## config.mk

```make
export PLATFORM = sky130hd
export DESIGN_NAME = lgc_front_flat
export DESIGN_NICKNAME = d
export VERILOG_FILES = /design/src/hw/rtl/luma_gamma_correction_defines.svh /design/src/hw/rtl/lgc_pkg.sv /design/src/hw/rtl/lgc_pix_if.sv /design/src/hw/rtl/lgc_front.sv /design/src/flat_wrapper.sv
export SDC_FILE = /design/constraint.sdc
export NUM_CORES = 1
export LEC_CHECK = 0
export BUFFER_PORTS_ARGS = -buffer_cell sky130_fd_sc_hd__clkbuf_2
export CORE_ASPECT_RATIO = 2
export CORE_MARGIN = 10
export CORE_UTILIZATION = 29
export DETAILED_ROUTE_END_ITERATION = 10
export SLEW_MARGIN = 30
export SYNTH_ARGS = -nofsm -noshare
export SYNTH_HDL_FRONTEND = slang
export SYNTH_SLANG_ARGS = --single-unit
```

## constraint.sdc

```tcl
create_clock -name clk_i -period 2.6 [get_ports clk_i]
set_clock_uncertainty 0.2 [all_clocks]
set_input_delay 0.13 -clock clk_i [delete_from_list [all_inputs] [get_ports clk_i]]
set_output_delay 0.13 -clock clk_i [all_outputs]
set_load 0.05 [all_outputs]
```

## src/hw/rtl/luma_gamma_correction_defines.svh

```systemverilog
// ----------------------------------------------------------------------------
// Luma gamma correction - assertion macros
// Concurrent checks clocked on clk_i and held off while rst_ni is low.
// ----------------------------------------------------------------------------
`ifndef LUMA_GAMMA_CORRECTION_DEFINES_SVH
`define LUMA_GAMMA_CORRECTION_DEFINES_SVH

`ifndef SYNTHESIS
// consequent holds in the same cycle as the antecedent
`define LGC_ASSERT_SAME(label, ante, cons, msg) \
  label: assert property (@(posedge clk_i) disable iff (!rst_ni) (ante) |-> (cons)) \
    else $error(msg);
// consequent holds in the cycle after the antecedent
`define LGC_ASSERT_NEXT(label, ante, cons, msg) \
  label: assert property (@(posedge clk_i) disable iff (!rst_ni) (ante) |=> (cons)) \
    else $error(msg);
`else
`define LGC_ASSERT_SAME(label, ante, cons, msg)
`define LGC_ASSERT_NEXT(label, ante, cons, msg)
`endif

`endif

```

## src/hw/rtl/lgc_pkg.sv

```systemverilog
// ----------------------------------------------------------------------------
// Luma gamma correction - package
// Fixed widths, payload structs and the exp2 root table generator.
// ----------------------------------------------------------------------------
package lgc_pkg;

  localparam int unsigned FRACTION_BITS_DEF = 16;

  // log2 / exp2 work in Q1.30
  localparam int unsigned LOG_FB  = 30;
  localparam int unsigned M_W     = LOG_FB + 1;
  // position of the leading one of luminance (at most 32 bits wide)
  localparam int unsigned POS_W   = 5;
  localparam int unsigned IP_W    = POS_W + 2;
  // |log2| < 25 * 2^30
  localparam int unsigned LMAG_W  = 35;
  localparam int unsigned GAMMA_W = 16;
  localparam int unsigned GAMMA_FB = 12;
  localparam int unsigned EMAG_W  = LMAG_W + GAMMA_W - GAMMA_FB;
  localparam int unsigned EINT_W  = EMAG_W - LOG_FB;
  localparam int unsigned N_W     = EINT_W + 2;

  localparam logic [GAMMA_W-1:0] GAMMA_RST = 16'd4506;
  localparam logic [7:0]         GRAY_MAX  = 8'd255;
  // 2^8 and up always saturates
  localparam logic signed [N_W-1:0] N_CLIP = 11'sd8;
  localparam logic [M_W-1:0]     Q30_ONE   = M_W'(1) << LOG_FB;

  typedef struct packed {
    logic             zero;
    logic [POS_W-1:0] pos;
    logic [M_W-1:0]   m;
  } norm_t;

  typedef struct packed {
    logic              zero;
    logic              lneg;
    logic [LMAG_W-1:0] lmag;
  } log_t;

  typedef struct packed {
    logic [7:0] gray_level;
    logic       was_clipped;
  } res_t;

  function automatic logic [63:0] lgc_isqrt(logic [63:0] a);
    logic [63:0] r;
    logic [63:0] rem;
    logic [63:0] bitv;
    r   = '0;
    rem = a;
    for (int k = 31; k >= 0; k--) begin
      bitv = 64'd1 << (2 * k);
      if (rem >= r + bitv) begin
        rem = rem - (r + bitv);
        r   = (r >> 1) + bitv;
      end else begin
        r = r >> 1;
      end
    end
    return r;
  endfunction

  // 2^(2^-i) in Q1.30, by repeated square roots of 2
  function automatic logic [63:0] lgc_root(int unsigned i);
    logic [63:0] root;
    root = 64'd1 << (LOG_FB + 1);
    for (int unsigned j = 1; j <= LOG_FB; j++) begin
      if (j <= i) begin
        root = lgc_isqrt(root << LOG_FB);
      end
    end
    return root;
  endfunction

endpackage

```

## src/hw/rtl/lgc_pix_if.sv

```systemverilog
// ----------------------------------------------------------------------------
// Luma gamma correction - pixel channel
// One BGR pixel per item, valid/ready handshake.
// ----------------------------------------------------------------------------
interface lgc_pix_if;
  logic       valid;
  logic       ready;
  logic [7:0] blue;
  logic [7:0] green;
  logic [7:0] red;

  modport source (output valid, blue, green, red, input ready);
  modport sink   (input valid, blue, green, red, output ready);
endinterface

```

## src/hw/rtl/lgc_front.sv

```systemverilog
// ----------------------------------------------------------------------------
// Luma gamma correction - front end
// Weighted luminance sum, leading-one search and normalization to Q1.30.
// Three register stages.
// ----------------------------------------------------------------------------
module lgc_front #(
  parameter int unsigned FRACTION_BITS = lgc_pkg::FRACTION_BITS_DEF
) (
  input  logic           clk_i,
  input  logic           rst_ni,
  input  logic           en_i,
  lgc_pix_if.sink        pix_i,
  output logic           valid_o,
  output lgc_pkg::norm_t norm_o
);
  import lgc_pkg::*;

  localparam int unsigned XW = FRACTION_BITS + 8;
  localparam logic [63:0] ONE_F = 64'd1 << FRACTION_BITS;
  localparam logic [63:0] W_RED_L = (64'd3 * ONE_F + 64'd5) / 64'd10;
  localparam logic [63:0] W_GREEN_L = (64'd59 * ONE_F + 64'd50) / 64'd100;
  localparam logic [XW-1:0] W_RED = XW'(W_RED_L);
  localparam logic [XW-1:0] W_GREEN = XW'(W_GREEN_L);
  localparam logic [XW-1:0] W_BLUE = XW'(ONE_F - W_RED_L - W_GREEN_L);

  logic          v1_q, v2_q, v3_q;
  logic [XW-1:0] x1_d, x1_q, x2_q;
  logic [POS_W-1:0] pos_d, pos_q;
  logic          zero_q;
  logic [XW+LOG_FB-1:0] shifted;
  norm_t         norm_d, norm_q;

  assign pix_i.ready = en_i;

  assign x1_d = XW'(pix_i.red) * W_RED + XW'(pix_i.green) * W_GREEN
              + XW'(pix_i.blue) * W_BLUE;

  always_comb begin
    pos_d = '0;
    for (int k = 0; k < XW; k++) begin
      if (x1_q[k]) begin
        pos_d = POS_W'(k);
      end
    end
  end

  // x * 2^(30 - pos), truncated when pos exceeds 30
  assign shifted = {x2_q, LOG_FB'(0)} >> pos_q;

  always_comb begin
    norm_d.zero = zero_q;
    norm_d.pos  = pos_q;
    norm_d.m    = shifted[M_W-1:0];
  end

  always_ff @(posedge clk_i or negedge rst_ni) begin
    if (!rst_ni) begin
      v1_q <= 1'b0;
      v2_q <= 1'b0;
      v3_q <= 1'b0;
    end else if (en_i) begin
      v1_q <= pix_i.valid;
      v2_q <= v1_q;
      v3_q <= v2_q;
    end
  end

  always_ff @(posedge clk_i) begin
    if (en_i) begin
      x1_q   <= x1_d;
      x2_q   <= x1_q;
      zero_q <= (x1_q == '0);
      pos_q  <= pos_d;
      norm_q <= norm_d;
    end
  end

  assign valid_o = v3_q;
  assign norm_o  = norm_q;

endmodule

```

## src/flat_wrapper.sv

```systemverilog
// flat-port wrapper written by rule: the top's interface ports become plain ports
module lgc_front_flat import lgc_pkg::*;
#(
  parameter int unsigned FRACTION_BITS = lgc_pkg::FRACTION_BITS_DEF
)
  (clk_i, rst_ni, en_i, valid_o, norm_o, pix_i_valid, pix_i_blue, pix_i_green, pix_i_red, pix_i_ready);
  lgc_pix_if pix_i_i ();
  input  logic clk_i;
  input  logic rst_ni;
  input  logic en_i;
  output logic valid_o;
  output lgc_pkg::norm_t norm_o;
  input wire logic [$bits(pix_i_i.valid)-1:0] pix_i_valid;
  input wire logic [$bits(pix_i_i.blue)-1:0] pix_i_blue;
  input wire logic [$bits(pix_i_i.green)-1:0] pix_i_green;
  input wire logic [$bits(pix_i_i.red)-1:0] pix_i_red;
  output wire logic [$bits(pix_i_i.ready)-1:0] pix_i_ready;
  assign pix_i_i.valid = pix_i_valid;
  assign pix_i_i.blue = pix_i_blue;
  assign pix_i_i.green = pix_i_green;
  assign pix_i_i.red = pix_i_red;
  assign pix_i_ready = pix_i_i.ready;
  lgc_front #(.FRACTION_BITS(FRACTION_BITS)) u_core (.clk_i(clk_i), .rst_ni(rst_ni), .en_i(en_i), .pix_i(pix_i_i), .valid_o(valid_o), .norm_o(norm_o));
endmodule
```

==> metrics.txt <==
DP HPWL=23600 µm; Buf/Inv on CP=4; initial antenna violation count=0; vias per cell=4.61; final hold viol count=0; Synth area leader=edfxtp_1; Mean Syn Cell Area=10.6 µm²; Port-buffer cells=66; Hold Crit Start=en_i; GRT overflow=0; Num CTS Buffers=9; Die ar.=43900 µm²; Hold WC Path Type=in -> reg; Cell Rows=97; PnR worst setup slack=-3.50 ns; r2r startpoint=u_core.pos_q[0]; Die Span Y=287 µm; flop-to-flop setup slack=0.18 ns; Post-synth top flop=edfxtp_1; RSZ-0062 raised after global routing=yes; crit path time final=6.10 ns; DRC Markers=0; type of the worst setup path=in -> reg; CTS H-tree lvls=3; total track usage=12.3%; ANT nets after route=0; Worst slew margin=62.1%; ratio of cells with drive above 1 in the final layout=31.4%; fin nets=1500; Worst-Margin Slew=0.562 ns; Max Slew Vio Count=0; clock slew at the register clock pins of the worst setup and hold paths=0.07 ns; first-pass GRT wire length=42900 µm; DRT Pass-1 Iters=6; Synth Register Bits=94; ranking of synthesized cells by area=edfxtp_1 (27%), fa_1 (20%), ha_1 (19%), inv_1 (6.9%), mux2i_1 (3.3%); Initial Utilization=29.4%; Slowest-stage cell, CP=fa_1; I/O pin cnt=67; Die Width=153 µm; Core Util, Final=39.1%; setup TNS=-51.86 ns; Crit path required time=2.50 ns; area grow syn2layout=33.1%; final-report setup violation count=20; count of cell types in the netlist=62; core box area=35100 µm²; Period Utilization, post-route=235%; non-filler instance count after layout=1657; critical path capture point type=register; CP peak stage delay=0.54 ns; DRT Wirelength=26500 µm; GPL Wtd Cong=0.933; largest net degree at the start of global routing=36; number of synthesized flops with an enable pin=91; TritonCTS clock tree=yes; CP max FO=4; status=finished with violations; CP arrival=6.00 ns; Filler Cells Inserted=3417; Post-Place Worst Slack=-4.11 ns; Async S/R FF share, synth=3.19%; Clock Latency Late Sink=0.36 ns; failing checks=negative setup slack; CP startpoint=pix_i_green[7]; via count=7638; Max-cap violations=0; ANT cells=0; Inst Count DP=1630; routed len/inst=16.0 µm; Multi-input gate area=7420 µm²; clock sinks=94; post-synthesis sequential area ratio=27.2%; CTS Buffer Depth=2; Storage cell area=2810 µm²; Most common cell on crit path=fa_1; Synth Warn #=0; Synth Instances=969; area fraction of the dominant cell type after synthesis=26.5%; vias in the first global route=8648; synthesized net count=1262; Largest delay share family, worst path=adder cells; critical path startpoint category=input pin; clock root buffer=clkbuf_16; max frequency=164 MHz; DRT iter0 DRCs=179; area of the mapped netlist=10300 µm²
## flip-flops by register name, indices dropped and copies added (netlist names)
name	count
u_core.norm_o	37
u_core.pos_q	5
u_core.v1_q	1
u_core.v2_q	1
u_core.valid_o	1
u_core.x1_q	24
u_core.x2_q	24
u_core.zero_q	1
## cells by family after synthesis
| group | after synthesis | share of synthesized area [%] |
|---|---|---|
| flops | 94 | 27.2 |
| mux | 51 | 5.92 |
| buf+inv | 212 | 7.85 |
| simple gates | 177 | 7.94 |
| compound gates | 135 | 8.24 |
| fa+ha+maj | 265 | 39.8 |
| xor+xnor | 35 | 2.97 |
## cells in the mapped netlist, types with 4 or more instances
cell type and n:
inv_1 190, ha_1 160, fa_1 105, edfxtp_1 91
nand2_1 67, nor2_1 48, a21oi_1 43, mux2i_1 34
o21ai_0 34, xnor2_1 20, xor2_1 15, mux2_2 10
nor3_1 9, clkbuf_1 8, nor4_1 8, o21bai_1 8
o31ai_1 8, buf_1 7, mux4_2 7, nand3_1 7
a21o_1 6, nand2b_1 6, nor2b_1 6, a211oi_1 5
and2_1 4, nand4_1 4, o211ai_1 4, o21a_1 4
or2_2 4
## metrics by stage
stage	cell area [µm²]	hold WS, ns
floorplan	10700	-0.366
global placement	12800	-0.274
detailed placement	12800	-0.271
CTS	13600	0.0382
global route	13700	0.0459
finish	13700	0.0358
## timing repair
| action | CTS | global route |
|---|---|---|
| hold buffers | 3 | 0 |
| endpoints found under the setup margin | 21 | 21 |
| endpoints found under the hold margin | 4 | 0 |
| gates resized for setup | 61 | 32 |
| setup buffers | 8 | 2 |
| cloned | 0 | 0 |
| pin swaps | 58 | 37 |
## path summary, 6_finish.rpt
path                                     end  depth (start not counted)
min in group asynchronous     u_core.valid_o                          3
max reg2reg                u_core.norm_o[13]                          7
max in group asynchronous        u_core.v1_q                          3
max                          u_core.x1_q[23]                         26
min                        u_core.norm_o[35]                          1
min reg2reg                u_core.norm_o[36]                          0
## cells in the final DEF (no fill, tap or decap), types with 9 or more instances in the layout
master     count
nand2_1       65
mux2i_1       34
clkbuf_2      58
a21oi_2       10
inv_2          9
inv_1        181
xor2_1        14
a21oi_1       32
buf_6         20
mux2_2        10
clkbuf_16     11
o21ai_0       33
nor2_1        42
buf_4        158
ha_1         119
edfxtp_1      91
ha_4          39
xnor2_1       18
fa_1         100
## routing by layer
layer	track usage, %	share of wire [%]
met2	25.7	60
met4	8.33	6.6
met3	1.72	2.9
met5	0	0
met1	9.96	30
## final cells by class
| class | count | share of cell area [%] |
|---|---|---|
| Timing Repair Buffer | 247 | 13.7 |
| Sequential cell | 94 | 20.5 |
| Clock buffer | 9 | 1.64 |
| Clock inverter | 7 | 0.739 |
| Tap cell | 445 | 4.06 |
| Multi-Input combinational cell | 663 | 54.1 |
| Inverter | 192 | 5.27 |
Power is not shown: default switching activity piles up to over one toggle a cycle in this logic, so the estimate is an artifact.
