==> src/hw/rtl/luma_gamma_correction_defines.svh <==
// ----------------------------------------------------------------------------
// Luma gamma correction - assertion macros
// Concurrent checks clocked on clk_i and held off while rst_ni is low.
// ----------------------------------------------------------------------------
`ifndef LUMA_GAMMA_CORRECTION_DEFINES_SVH
`define LUMA_GAMMA_CORRECTION_DEFINES_SVH

`ifndef SYNTHESIS
// consequent holds in the same cycle as the antecedent
`define LGC_ASSERT_SAME(label, ante, cons, msg) \
  label: assert property (@(posedge clk_i) disable iff (!rst_ni) (ante) |-> (cons)) \
    else $error(msg);
// consequent holds in the cycle after the antecedent
`define LGC_ASSERT_NEXT(label, ante, cons, msg) \
  label: assert property (@(posedge clk_i) disable iff (!rst_ni) (ante) |=> (cons)) \
    else $error(msg);
`else
`define LGC_ASSERT_SAME(label, ante, cons, msg)
`define LGC_ASSERT_NEXT(label, ante, cons, msg)
`endif

`endif

==> src/hw/rtl/lgc_pkg.sv <==
// ----------------------------------------------------------------------------
// Luma gamma correction - package
// Fixed widths, payload structs and the exp2 root table generator.
// ----------------------------------------------------------------------------
package lgc_pkg;

  localparam int unsigned FRACTION_BITS_DEF = 16;

  // log2 / exp2 work in Q1.30
  localparam int unsigned LOG_FB  = 30;
  localparam int unsigned M_W     = LOG_FB + 1;
  // position of the leading one of luminance (at most 32 bits wide)
  localparam int unsigned POS_W   = 5;
  localparam int unsigned IP_W    = POS_W + 2;
  // |log2| < 25 * 2^30
  localparam int unsigned LMAG_W  = 35;
  localparam int unsigned GAMMA_W = 16;
  localparam int unsigned GAMMA_FB = 12;
  localparam int unsigned EMAG_W  = LMAG_W + GAMMA_W - GAMMA_FB;
  localparam int unsigned EINT_W  = EMAG_W - LOG_FB;
  localparam int unsigned N_W     = EINT_W + 2;

  localparam logic [GAMMA_W-1:0] GAMMA_RST = 16'd4506;
  localparam logic [7:0]         GRAY_MAX  = 8'd255;
  // 2^8 and up always saturates
  localparam logic signed [N_W-1:0] N_CLIP = 11'sd8;
  localparam logic [M_W-1:0]     Q30_ONE   = M_W'(1) << LOG_FB;

  typedef struct packed {
    logic             zero;
    logic [POS_W-1:0] pos;
    logic [M_W-1:0]   m;
  } norm_t;

  typedef struct packed {
    logic              zero;
    logic              lneg;
    logic [LMAG_W-1:0] lmag;
  } log_t;

  typedef struct packed {
    logic [7:0] gray_level;
    logic       was_clipped;
  } res_t;

  function automatic logic [63:0] lgc_isqrt(logic [63:0] a);
    logic [63:0] r;
    logic [63:0] rem;
    logic [63:0] bitv;
    r   = '0;
    rem = a;
    for (int k = 31; k >= 0; k--) begin
      bitv = 64'd1 << (2 * k);
      if (rem >= r + bitv) begin
        rem = rem - (r + bitv);
        r   = (r >> 1) + bitv;
      end else begin
        r = r >> 1;
      end
    end
    return r;
  endfunction

  // 2^(2^-i) in Q1.30, by repeated square roots of 2
  function automatic logic [63:0] lgc_root(int unsigned i);
    logic [63:0] root;
    root = 64'd1 << (LOG_FB + 1);
    for (int unsigned j = 1; j <= LOG_FB; j++) begin
      if (j <= i) begin
        root = lgc_isqrt(root << LOG_FB);
      end
    end
    return root;
  endfunction

endpackage

==> src/hw/rtl/lgc_res_if.sv <==
// ----------------------------------------------------------------------------
// Luma gamma correction - result channel
// One gray level and clip flag per item, valid/ready handshake.
// ----------------------------------------------------------------------------
interface lgc_res_if;
  logic       valid;
  logic       ready;
  logic [7:0] gray_level;
  logic       was_clipped;

  modport source (output valid, gray_level, was_clipped, input ready);
  modport sink   (input valid, gray_level, was_clipped, output ready);
endinterface

==> src/hw/rtl/lgc_skid.sv <==
// ----------------------------------------------------------------------------
// Luma gamma correction - output buffer
// Output register plus one skid entry; the pipeline advances while the
// skid entry is free, so ready never depends combinationally on the sink.
// ----------------------------------------------------------------------------
module lgc_skid (
  input  logic          clk_i,
  input  logic          rst_ni,
  input  logic          res_valid_i,
  input  lgc_pkg::res_t res_i,
  output logic          ready_o,
  lgc_res_if.source     res_o
);
  import lgc_pkg::*;

  logic out_v_q, out_v_d, sk_v_q, sk_v_d;
  logic out_load, sk_load, arrive, out_free;
  res_t out_q, sk_q;

  assign ready_o  = !sk_v_q;
  assign arrive   = res_valid_i && ready_o;
  assign out_free = !out_v_q || res_o.ready;

  always_comb begin
    out_v_d  = out_v_q;
    sk_v_d   = sk_v_q;
    out_load = 1'b0;
    sk_load  = 1'b0;
    if (out_free) begin
      // skid entry is older than anything arriving (none arrives while full)
      out_v_d  = sk_v_q || arrive;
      out_load = 1'b1;
      sk_v_d   = 1'b0;
    end else if (arrive) begin
      sk_v_d  = 1'b1;
      sk_load = 1'b1;
    end
  end

  always_ff @(posedge clk_i or negedge rst_ni) begin
    if (!rst_ni) begin
      out_v_q <= 1'b0;
      sk_v_q  <= 1'b0;
    end else begin
      out_v_q <= out_v_d;
      sk_v_q  <= sk_v_d;
    end
  end

  always_ff @(posedge clk_i) begin
    if (out_load) begin
      out_q <= sk_v_q ? sk_q : res_i;
    end
    if (sk_load) begin
      sk_q <= res_i;
    end
  end

  assign res_o.valid       = out_v_q;
  assign res_o.gray_level  = out_q.gray_level;
  assign res_o.was_clipped = out_q.was_clipped;

endmodule

==> src/flat_wrapper.sv <==
// flat-port wrapper written by rule: the top's interface ports become plain ports
module lgc_skid_flat import lgc_pkg::*;
  (clk_i, rst_ni, res_valid_i, res_i, ready_o, res_o_valid, res_o_gray_level, res_o_was_clipped, res_o_ready);
  lgc_res_if res_o_i ();
  input  logic clk_i;
  input  logic rst_ni;
  input  logic res_valid_i;
  input  lgc_pkg::res_t res_i;
  output logic ready_o;
  output wire logic [$bits(res_o_i.valid)-1:0] res_o_valid;
  output wire logic [$bits(res_o_i.gray_level)-1:0] res_o_gray_level;
  output wire logic [$bits(res_o_i.was_clipped)-1:0] res_o_was_clipped;
  input wire logic [$bits(res_o_i.ready)-1:0] res_o_ready;
  assign res_o_valid = res_o_i.valid;
  assign res_o_gray_level = res_o_i.gray_level;
  assign res_o_was_clipped = res_o_i.was_clipped;
  assign res_o_i.ready = res_o_ready;
  lgc_skid u_core (.clk_i(clk_i), .rst_ni(rst_ni), .res_valid_i(res_valid_i), .res_i(res_i), .ready_o(ready_o), .res_o(res_o_i));
endmodule
==> config.mk <==
export PLATFORM = sky130hd
export DESIGN_NAME = lgc_skid_flat
export DESIGN_NICKNAME = d
export VERILOG_FILES = /design/src/hw/rtl/luma_gamma_correction_defines.svh /design/src/hw/rtl/lgc_pkg.sv /design/src/hw/rtl/lgc_res_if.sv /design/src/hw/rtl/lgc_skid.sv /design/src/flat_wrapper.sv
export SDC_FILE = /design/constraint.sdc
export NUM_CORES = 1
export LEC_CHECK = 0
export BUFFER_PORTS_ARGS = -buffer_cell sky130_fd_sc_hd__buf_2
export CORE_MARGIN = 5
export CORE_UTILIZATION = 50
export DETAILED_ROUTE_END_ITERATION = 8
export PLACE_DENSITY = 0.84
export SYNTH_ARGS = -nofsm -noshare
export SYNTH_HDL_FRONTEND = slang
export SYNTH_SLANG_ARGS = --single-unit
==> constraint.sdc <==
create_clock -name clk_i -period 3.92 [get_ports clk_i]
set_input_delay 0.392 -clock clk_i [delete_from_list [all_inputs] [get_ports clk_i]]
set_output_delay 0.392 -clock clk_i [all_outputs]
set_load 0.01 [all_outputs]
==> summary.md, run 1 <==
| Metric | Value |
|---|---|
| Register area share after synthesis | 77.89% |
| Critical Path Max Stage Delay | between 1 and 1.5 ns |
| Cts repair resizes | 0 |
| Yosys warning total | 0 |
| Placed cell area | around 880 um^2 |
| Multi-input gate area | approximately 150 um^2 |
| Leak Pwr | 0.0003765 uW |
| Area growth, synth to finish | 21.12% |
| Synth Instances | 36 |
| CTS tree | yes |
| Bufs on Longest Clock Path | 2 |
| Worst Hold Depth | 1 |
| Inserted Clock Buffers | 3 |
| Fin Setup TNS | 0 ns |
| Die Y | 48.94 um |
| Die area | roughly 2400 um^2 |
| Post-route cell area | 918.4 um^2 |
| Maximum net fanout on the critical path | 12 |
| Critical Path Start Type | flop |
| Worst path cell trace | nand2b_1 > nor3b_1 |
| Post-route ant nets | 0 |
| Hold Fails Final Rpt | 0 |
| Relative slew margins | 18.99% |
| Power per cell area | approximately 430 nW/um^2 |
| Switch share | roughly 21% |
| Total number of vias | between 300 and 400 |
| Clock Skew | 0.004184 ns |
| Share of cells above drive strength 1 | 55.56% |
| Worst-Margin Slew | around 1.2 ns |
| Hold Crit Class | input port to flop |
| # IOs | 24 |
| Row cnt | 14 |
| Detailed Route WL | about 1.1 mm |
| CP Depth | 2 |
| Port Buf Inserts | 23 |
| Clock latency on the worst-skew pair | 0.29 ns |
| Initial antenna violation count | 0 |
| Slowest CP cell | nor3b_1 |
| # fillers | 118 |
| Final setup fails | 0 |
| MaxCap Viol Count | 0 |
| Worst Path Arrival | 2.01 ns |
| Combinational power share | 11.2% |
| First-pass GRT wire length | between 1.5 and 2 mm |
| Setup bufs post-CTS | 0 |
| WS Path Type | flop to flop |
| Root Buffer | clkbuf_4 |
| Reg area | slightly below 600 um^2 |
| WP buf/inv | 0 |
| Die X | just under 50 um |
| DP Worst Slack | 1.559 ns |
| Mapped Nets | roughly 50 |
| Avg WL per Cell | 13.47 um |
| Placed Cells | 74 |
| Clock network power share | a little under a quarter |
| Worst setup margin | between 1.5 and 2 ns |
| Antenna fix cells | 0 |
| Initial core utilization | about 52% |
| Vias in the first global route | 390 |
| Mean post-synth cell area | ~21 um^2 |
| Pint | ~310 uW |
| Final Core Density | 62.42% |
| Clock sinks | 20 |
| Sequential share of power | between 60% and 70% |
| TritonRoute pass-1 iters | 2 |
| Drt via density | 4.823 |
| Fmax | between 400 and 500 MHz |
| Crit end category | flop |
| Grt ovf | 0 |
| Nets | between 70 and 80 |
| CP required | between 3 and 4 ns |
| Largest net degree at the start of global routing | 13 |
| Worst path top cell family by delay | simple AND/OR/NAND/NOR gates |
| Final cell count without fillers | 79 |
| Gr usage total | approximately 10% |
| Netlist cell types | 10 |
| CORE AREA | around 1500 um^2 |
| Unrepaired setup endpoints after global routing | no |
| Number of H-tree levels | 1 |
| GPL Wtd Cong | about 0.68 |
| Reg2Reg Depth | 2 |
| Final slew viol count | 0 |
| Status | finished, final reports clean |
| CTS clk-pin slew, worst paths | 0.10 ns |
| DR iter-0 viols | 4 |
| CTS Hold Bufs | 1 |
| Synthesis-stage register bit count | 20 |
| Min cycle time layout | around 2.1 ns |
| Net Sw Power | 82.13 uW |
| VDD IR max | about 0.00024 V |
| Tcrit/Tclk final | a little over half |
| Post-Syn Area | between 700 and 800 um^2 |
| DRC violations left | 0 |
-- cell usage after synthesis --
cell / count / area (um^2)
buf_6: 1 / 11.26
dfrtp_1: 2 / 50.05
edfxtp_1: 18 / 540.5
inv_1: 1 / 3.750
mux2_2: 2 / 22.52
mux2_4: 7 / 105.1
nand2_1: 1 / 3.750
nand2b_1: 1 / 6.260
nor2_1: 2 / 7.510
nor3b_1: 1 / 7.510
-- registers in the layout, summed over array words and instances, names as in the netlist --
register and count:
u_core.res_o.was_clipped 1, u_core.res_o.valid 1, u_core.sk_v_q 1, u_core.res_o.gray_level 8
u_core.sk_q 9
-- per-layer routing --
layer | GRT usage (%) | part of all wire (%) | vias to the layer above
li1 | - | - | 190
met1 | 12.45 | 40 | 180
met2 | 15.87 | 55 | 11
met3 | 3.058 | 5.6 | 0
met4 | 5.381 | 0 | 0
met5 | 0 | 0 | -
-- path summary, 6_finish.rpt --
check                      slack [ns]                    endpoint          startpoint
setup / recovery                 1.82              u_core.sk_q[1]  u_core.res_o.valid
hold / removal                   0.29              u_core.sk_q[6]            res_i[6]
setup reg to reg                 1.82              u_core.sk_q[1]  u_core.res_o.valid
hold reg to reg                  0.56  u_core.res_o.gray_level[4]      u_core.sk_q[5]
max in group asynchronous        3.41               u_core.sk_v_q              rst_ni
min in group asynchronous        0.42          u_core.res_o.valid              rst_ni
-- metrics by stage --
stage,power (uW),hold slack (ns)
3_3_place_gp,305.3,0.1775
3_5_place_dp,307.0,0.1803
4_1_cts,402.5,0.2698
2_1_floorplan,287.9,0.09641
6_report,396.3,0.2879
5_1_grt,418.0,0.2675
-- power by group through the flow --
stage	clock, uW	combinational, uW	sequential (uW)
6_report	94.6	44.5	257
5_1_grt	110	48.4	259
4_1_cts	99.6	45.5	257
3_5_place_dp	0	44.7	262
3_3_place_gp	0	43.6	262
2_1_floorplan	0	23.3	265
-- layout by cell type, fill, tap and decap left out --
cell / count
mux2_2: 2
clkbuf_4: 3
nand2_1: 1
inv_1: 1
nor2_1: 2
edfxtp_1: 18
buf_2: 23
nand2b_1: 1
mux2_4: 7
nor3b_1: 1
dlygate4sd3_1: 1
clkbuf_1: 1
dfrtp_1: 2
-- layout make-up --
class / instances / area share [%]
Timing Repair Buffer: 24 / 13.62
Multi-Input combinational cell: 14 / 16.62
Tap cell: 16 / 2.180
Sequential cell: 20 / 64.31
Inverter: 1 / 0.4087
Clock buffer: 4 / 2.861
-- cells by family (layout without fill, tap and decap cells) --
group | count (synthesis) | in the layout | share of synthesized area (%)
flip-flops | 20 | 20 | 77.89
multiplexers | 9 | 9 | 16.83
buffers and inverters | 2 | 29 | 1.980
AND/OR/NAND/NOR | 5 | 5 | 3.301
(Power assumes the default switching activity.)
==> inputs of run 2 (changes only) <==
Settings changed: CORE_UTILIZATION 50 to 47, PLACE_DENSITY 0.84 to 0.8.
Clock period 3.92 ns to 2.12 ns, I/O delays scaled along.
==> summary.md, run 2 (synthesis results as in run 1) <==
| Metric | Value |
|---|---|
| Final slew viol count | 0 (unchanged) |
| Antenna fix cells | 0 (unchanged) |
| Multi-input gate area | 152.6 um^2 (unchanged) |
| Inserted Clock Buffers | 3 (unchanged) |
| Root Buffer | clkbuf_4 |
| Final Core Density | 61.74% (-0.67 points) |
| DR iter-0 viols | 0 (-4) |
| Initial antenna violation count | 0 (unchanged) |
| Row cnt | 14 (unchanged) |
| WS Path Type | flop to output port |
| Hold Fails Final Rpt | 0 (unchanged) |
| MaxCap Viol Count | 0 (unchanged) |
| Hold Path Sink | u_core.sk_q[1] |
| Hold Crit Class | input port to flop |
| Nets | 80 (+3.9%) |
| GPL Wtd Cong | 0.6860 (+0.99%) |
| First-pass GRT wire length | 1.897 mm (+3.8%) |
| TritonRoute pass-1 iters | 1 (-1) |
| Placed Cells | 77 (+4.1%) |
| Area growth, synth to finish | 24.09% |
| CTS tree | yes |
| Min cycle time layout | approximately 1.4 ns |
| DRC violations left | 0 (unchanged) |
| R2R Setup Slk | 0.70 ns (-1.12 ns) |
| Share of cells above drive strength 1 | 57.58% (+2.0 points) |
| Fmax | 691.1 MHz |
| Grt ovf | 0 (unchanged) |
| Clock network power share | 23.9% (about the same) |
| Reg2Reg Depth | 2 (unchanged) |
| # IOs | 24 (unchanged) |
| Max reg flops | 9 (unchanged) |
| Leak Pwr | 0.0003921 uW (+4.1%) |
| Tcrit/Tclk final | between 60% and 70% |
| Initial core utilization | 49.75% (-1.8 points) |
| Maximum net fanout on the critical path | 12 (unchanged) |
| Net Sw Power | 158.5 uW (+93%) |
| Crit end category | output port |
| Most flops, register | u_core.sk_q |
| Worst-Margin Slew | 0.5664 ns (-0.6461 ns) |
| Largest net degree at the start of global routing | 13 (unchanged) |
| Drt via density | 4.683 (-2.9%) |
| Worst Path Arrival | 1.23 ns (-0.78 ns) |
| Die Y | 50.17 um (+2.5%) |
| Post-route ant nets | 0 (unchanged) |
| Final setup fails | 0 (unchanged) |
| Die X | 50.17 um (+2.5%) |
| Power per cell area | 785.4 nW/um^2 (+82%) |
| Fin Setup TNS | 0 ns (unchanged) |
| Port Buf Inserts | 23 (unchanged) |
| Final cell count without fillers | 82 (+3.8%) |
| CORE AREA | 1524 um^2 (+3.6%) |
| Critical Path Start Type | flop |
| Number of H-tree levels | 1 (unchanged) |
| Total number of vias | 384 (+0.79%) |
| Status | finished, final reports clean |
| Clock sinks | 20 (unchanged) |
| Worst reg2reg startpoint | u_core.sk_v_q |
| Die area | 2517 um^2 (+5.1%) |
| Most common cell after layout, fill and taps aside | buf_2 |
| Bufs on Longest Clock Path | 2 (unchanged) |
| Sequential share of power | 64.2% (-0.7 points) |
| Avg WL per Cell | 13.16 um (-2.3%) |
| Reg area | 590.6 um^2 (unchanged) |
| RR Endpoint | u_core.sk_q[8] |
| Detailed Route WL | 1.079 mm (+1.4%) |
| VDD IR max | 0.0004912 V (+100%) |
| Min-delay src | res_i[1] |
| CP required | 1.91 ns (-1.92 ns) |
| Relative slew margins | 62.24% (+43 points) |
| Pint | 580.5 uW (+85%) |
| CTS clk-pin slew, worst paths | 0.11 ns (about the same) |
| Worst Hold Depth | 1 (unchanged) |
| Most frequent cells in the layout | buf_2, edfxtp_1, mux2_4, clkbuf_4, buf_4 |
| Unrepaired setup endpoints after global routing | no |
| # fillers | 118 (unchanged) |
| Pwr Total | 739.0 uW (+86%) |
| Combinational power share | 11.9% (+0.7 points) |
| Vias in the first global route | 435 (+12%) |
| Switch share | 21.44% (+0.72 points) |
| Clock Skew | 0.005104 ns (+0.0009206 ns) |
| Clock latency on the worst-skew pair | 0.29 ns (about the same) |
| Gr usage total | 10.03% (-0.098 points) |
[run 2: changes by cell type in the layout (fill, tap and decap cells not counted), sizes merged]
cell,change
clkinv,+1
buf,+3
clkbuf,-1
[run 2: power by group through the flow]
| stage | clock network, uW | registers [uW] | logic, uW |
|---|---|---|---|
| floorplan | 0 | 489 | 43.2 |
| global placement | 0 | 483 | 86.7 |
| detailed placement | 0 | 484 | 88.5 |
| CTS | 187 | 475 | 90.1 |
| global route | 208 | 479 | 96.2 |
| finish | 177 | 474 | 87.9 |
[run 2: layout make-up]
class	count	area share [%]
Clock inverter	1	0.3989
Clock buffer	3	2.394
Tap cell	16	2.128
Timing Repair Buffer	27	15.69
Multi-Input combinational cell	14	16.22
Sequential cell	20	62.77
Inverter	1	0.3989
[run 2: what timing repair did]
| action | CTS | global route |
|---|---|---|
| endpoints found under the setup margin | 0 | 0 |
| endpoints found under the hold margin | 2 | 0 |
| resized for setup | 0 | 0 |
| hold buffers | 1 | 0 |
| buffers inserted | 0 | 0 |
[run 2: metrics by stage]
stage	area, um^2	hold slack [ns]	setup slack (ns)
2_1_floorplan	758.2	-0.08359	0.2784
3_3_place_gp	904.6	-0.002200	0.7604
5_1_grt	940.9	0.07538	0.5366
4_1_cts	940.9	0.08687	0.6393
3_5_place_dp	904.6	-0.001973	0.7009
6_report	940.9	0.09947	0.6731
[run 2: how the worst max path moves through the flow]
stage / end / slack (ns) / from
detailed placement: u_core.sk_q[1] / 0.70 / u_core.sk_v_q
global placement: u_core.sk_q[0] / 0.76 / u_core.sk_v_q
floorplan: u_core.sk_q[0] / 0.28 / u_core.res_o.valid
finish: ready_o / 0.67 / u_core.sk_v_q
global route: ready_o / 0.54 / u_core.sk_v_q
CTS: ready_o / 0.64 / u_core.sk_v_q
[run 2: layer usage]
layer	vias to the layer above	wire length [um]	track usage (%)
met5	-	0	0
met4	0	15	5.240
met3	2	77	2.663
met2	14	542	16.53
met1	173	443	11.91
li1	195	-	-
[run 2: critical path, cell delays in order, from the launching register on]
cell and delay [ns]:
dfrtp_1 0.71, inv_1 0.07, buf_2 0.15
==> inputs of run 3 (changes only) <==
Settings changed: CORE_UTILIZATION 47 to 43, PLACE_DENSITY 0.8 to 0.77.
Clock period 2.12 ns to 1.2 ns, I/O delays scaled along.
==> summary.md, run 3 (synthesis results as in run 1) <==
| Metric | Value |
|---|---|
| Status | finished, final reports clean |
| WS Path Type | flop to output port |
| DP Worst Slack | -0.05828 ns (-0.7592 ns) |
| Worst-Margin Slew | 0.1798 ns (-0.3866 ns) |
| MaxCap Viol Count | 0 (unchanged) |
| DRC violations left | 0 (unchanged) |
| # fillers | 139 (+18%) |
| Crit end category | output port |
| Die Y | 51.99 um (+3.6%) |
| Grt ovf | 0 (unchanged) |
| Power per cell area | 1323 nW/um^2 (+69%) |
| Vias in the first global route | 395 (-9.2%) |
| Number of H-tree levels | 1 (unchanged) |
| First-pass GRT wire length | 1.676 mm (-12%) |
| Most flops, register | u_core.sk_q |
| Fin Setup TNS | 0 ns (unchanged) |
| DR iter-0 viols | 10 (+10) |
| Most frequent cells in the layout | buf_2, edfxtp_1, mux2_4 |
| Leak Pwr | 0.0004150 uW (+5.9%) |
| Final setup fails | 0 (unchanged) |
| Final slew viol count | 0 (unchanged) |
| Min-delay src | res_i[7] |
| Maximum net fanout on the critical path | 6 (-6) |
| VDD IR max | 0.0008859 V (+80%) |
| Combinational power share | 14.0% (+2.1 points) |
| Tcrit/Tclk final | between 90% and 100% |
| Die area | 2703 um^2 (+7.4%) |
| # IOs | 24 (unchanged) |
| Hold Path Sink | u_core.sk_q[7] |
| CP required | 1.08 ns (-0.83 ns) |
| Gr usage total | 8.957% (-1.1 points) |
| Row cnt | 15 (+1) |
| Switch share | 20.61% (-0.83 points) |
| RR Endpoint | u_core.res_o.was_clipped |
| Fmax | 853.0 MHz |
| Initial antenna violation count | 0 (unchanged) |
| Drt via density | 4.409 (-5.9%) |
| Clock network power share | 23.0% (-0.9 points) |
| CTS tree | yes |
| Reg2Reg Depth | 2 (unchanged) |
| Unrepaired setup endpoints after global routing | yes |
| Critical Path Start Type | flop |
| Die X | 51.99 um (+3.6%) |
| Hold_ws | 0.01869 ns (-0.08078 ns) |
| Most common cell after layout, fill and taps aside | buf_2 |
| Largest net degree at the start of global routing | 12 (-1) |
| Hold Crit Class | input port to flop |
| Clock latency on the worst-skew pair | 0.29 ns (about the same) |
| Sequential share of power | 63.0% (-1.2 points) |
| Clock Skew | 0.002938 ns (-0.002166 ns) |
| Avg WL per Cell | 11.87 um (-9.8%) |
| Clock sinks | 20 (unchanged) |
| Initial core utilization | 44.40% (-5.4 points) |
| CORE AREA | 1708 um^2 (+12%) |
| Nets | 82 (+2.5%) |
| Worst reg2reg startpoint | u_core.sk_v_q |
| Relative slew margins | 88.01% (+26 points) |
| Share of cells above drive strength 1 | 64.71% (+7.1 points) |
| R2R Setup Slk | 0.03 ns (-0.67 ns) |
| Reg area | 591.8 um^2 (+0.21%) |
| Min cycle time layout | 1.172 ns |
| GPL Wtd Cong | 0.6679 (-2.6%) |
| Detailed Route WL | 1.104 mm (+2.3%) |
| Dpl hpwl | roughly 890 um |
| Net Sw Power | 273.0 uW (+72%) |
| Worst setup margin | 0.02763 ns (-0.6455 ns) |
| Hold Fails Final Rpt | 0 (unchanged) |
| Pint | 1052 uW (+81%) |
| Port Buf Inserts | 23 (unchanged) |
| Total number of vias | 410 (+6.8%) |
| Root Buffer | clkbuf_4 |
| Worst Hold Depth | 1 (unchanged) |
| Area growth, synth to finish | 32.01% |
| CTS clk-pin slew, worst paths | 0.09 ns (-0.02 ns) |
| Antenna fix cells | 0 (unchanged) |
| Pwr Total | 1325 uW (+79%) |
| Worst Path Arrival | 1.05 ns (-0.18 ns) |
| TritonRoute pass-1 iters | 4 (+3) |
| Post-route ant nets | 0 (unchanged) |
| Multi-input gate area | 171.4 um^2 (+12%) |
| Inserted Clock Buffers | 3 (unchanged) |
| Max reg flops | 9 (unchanged) |
| Bufs on Longest Clock Path | 2 (unchanged) |
[run 3: changes by cell type in the layout (fill, tap and decap cells not counted), sizes merged]
cell,previous run,this run
buf,26,28
clkinv,1,0
clkbuf,3,4
[run 3: worst max path at each step]
| stage | startpoint | cells past startpoint | endpoint | slack [ns] |
|---|---|---|---|---|
| finish | u_core.sk_v_q | 3 | ready_o | 0.03 |
| global route | u_core.sk_v_q | 3 | ready_o | -0.02 |
| CTS | u_core.sk_v_q | 3 | ready_o | -0.0009 |
| detailed placement | u_core.sk_v_q | 2 | u_core.res_o.was_clipped | -0.06 |
| global placement | u_core.sk_v_q | 2 | u_core.res_o.gray_level[3] | -0.01 |
| floorplan | u_core.res_o.valid | 2 | u_core.sk_q[0] | -0.06 |
[run 3: layout make-up]
cell class | count | area share, %
Sequential cell | 20 | 59.13
Timing Repair Buffer | 29 | 17.62
Multi-Input combinational cell | 14 | 17.12
Tap cell | 25 | 3.125
Clock buffer | 4 | 2.625
Inverter | 1 | 0.3750
[run 3: what timing repair did]
item / 4_1_cts / 5_1_grt
endpoints found under the setup margin: 8 / 14
resized for setup: 4 / 1
endpoints found under the hold margin: 2 / 0
hold buffers: 1 / 0
setup buffers: 0 / 0
pin swaps: 0 / 1
[run 3: routing by layer]
metal	track usage (%)	share of wire, %	wire, um	vias to the layer above
met4	5.240	1.3	14	0
met2	15.48	53	585	16
met1	9.023	38	419	194
met5	0	0	0	-
li1	-	-	-	198
met3	3.438	7.7	85	2
[run 3: power groups by stage]
stage	clock (uW)	sequential, uW	combinational [uW]
2_1_floorplan	0	865	84.0
3_3_place_gp	0	847	175
6_report	304	835	186
3_5_place_dp	0	849	178
4_1_cts	320	835	185
5_1_grt	340	840	201
[run 3: worst max-delay path, cell delays in order (launching register included)]
cell,delay [ns]
dfrtp_2,0.48
buf_6,0.15
inv_2,0.04
buf_6,0.09
[run 3: through the flow]
| step | std cells | area, um^2 | utilization [%] |
|---|---|---|---|
| floorplan | 36 | 777.0 | - |
| global placement | 88 | 949.7 | 55.60 |
| detailed placement | 88 | 949.7 | 55.60 |
| CTS | 93 | 994.7 | 58.24 |
| global route | 93 | 1001 | 58.61 |
| finish | 93 | 1001 | 58.61 |
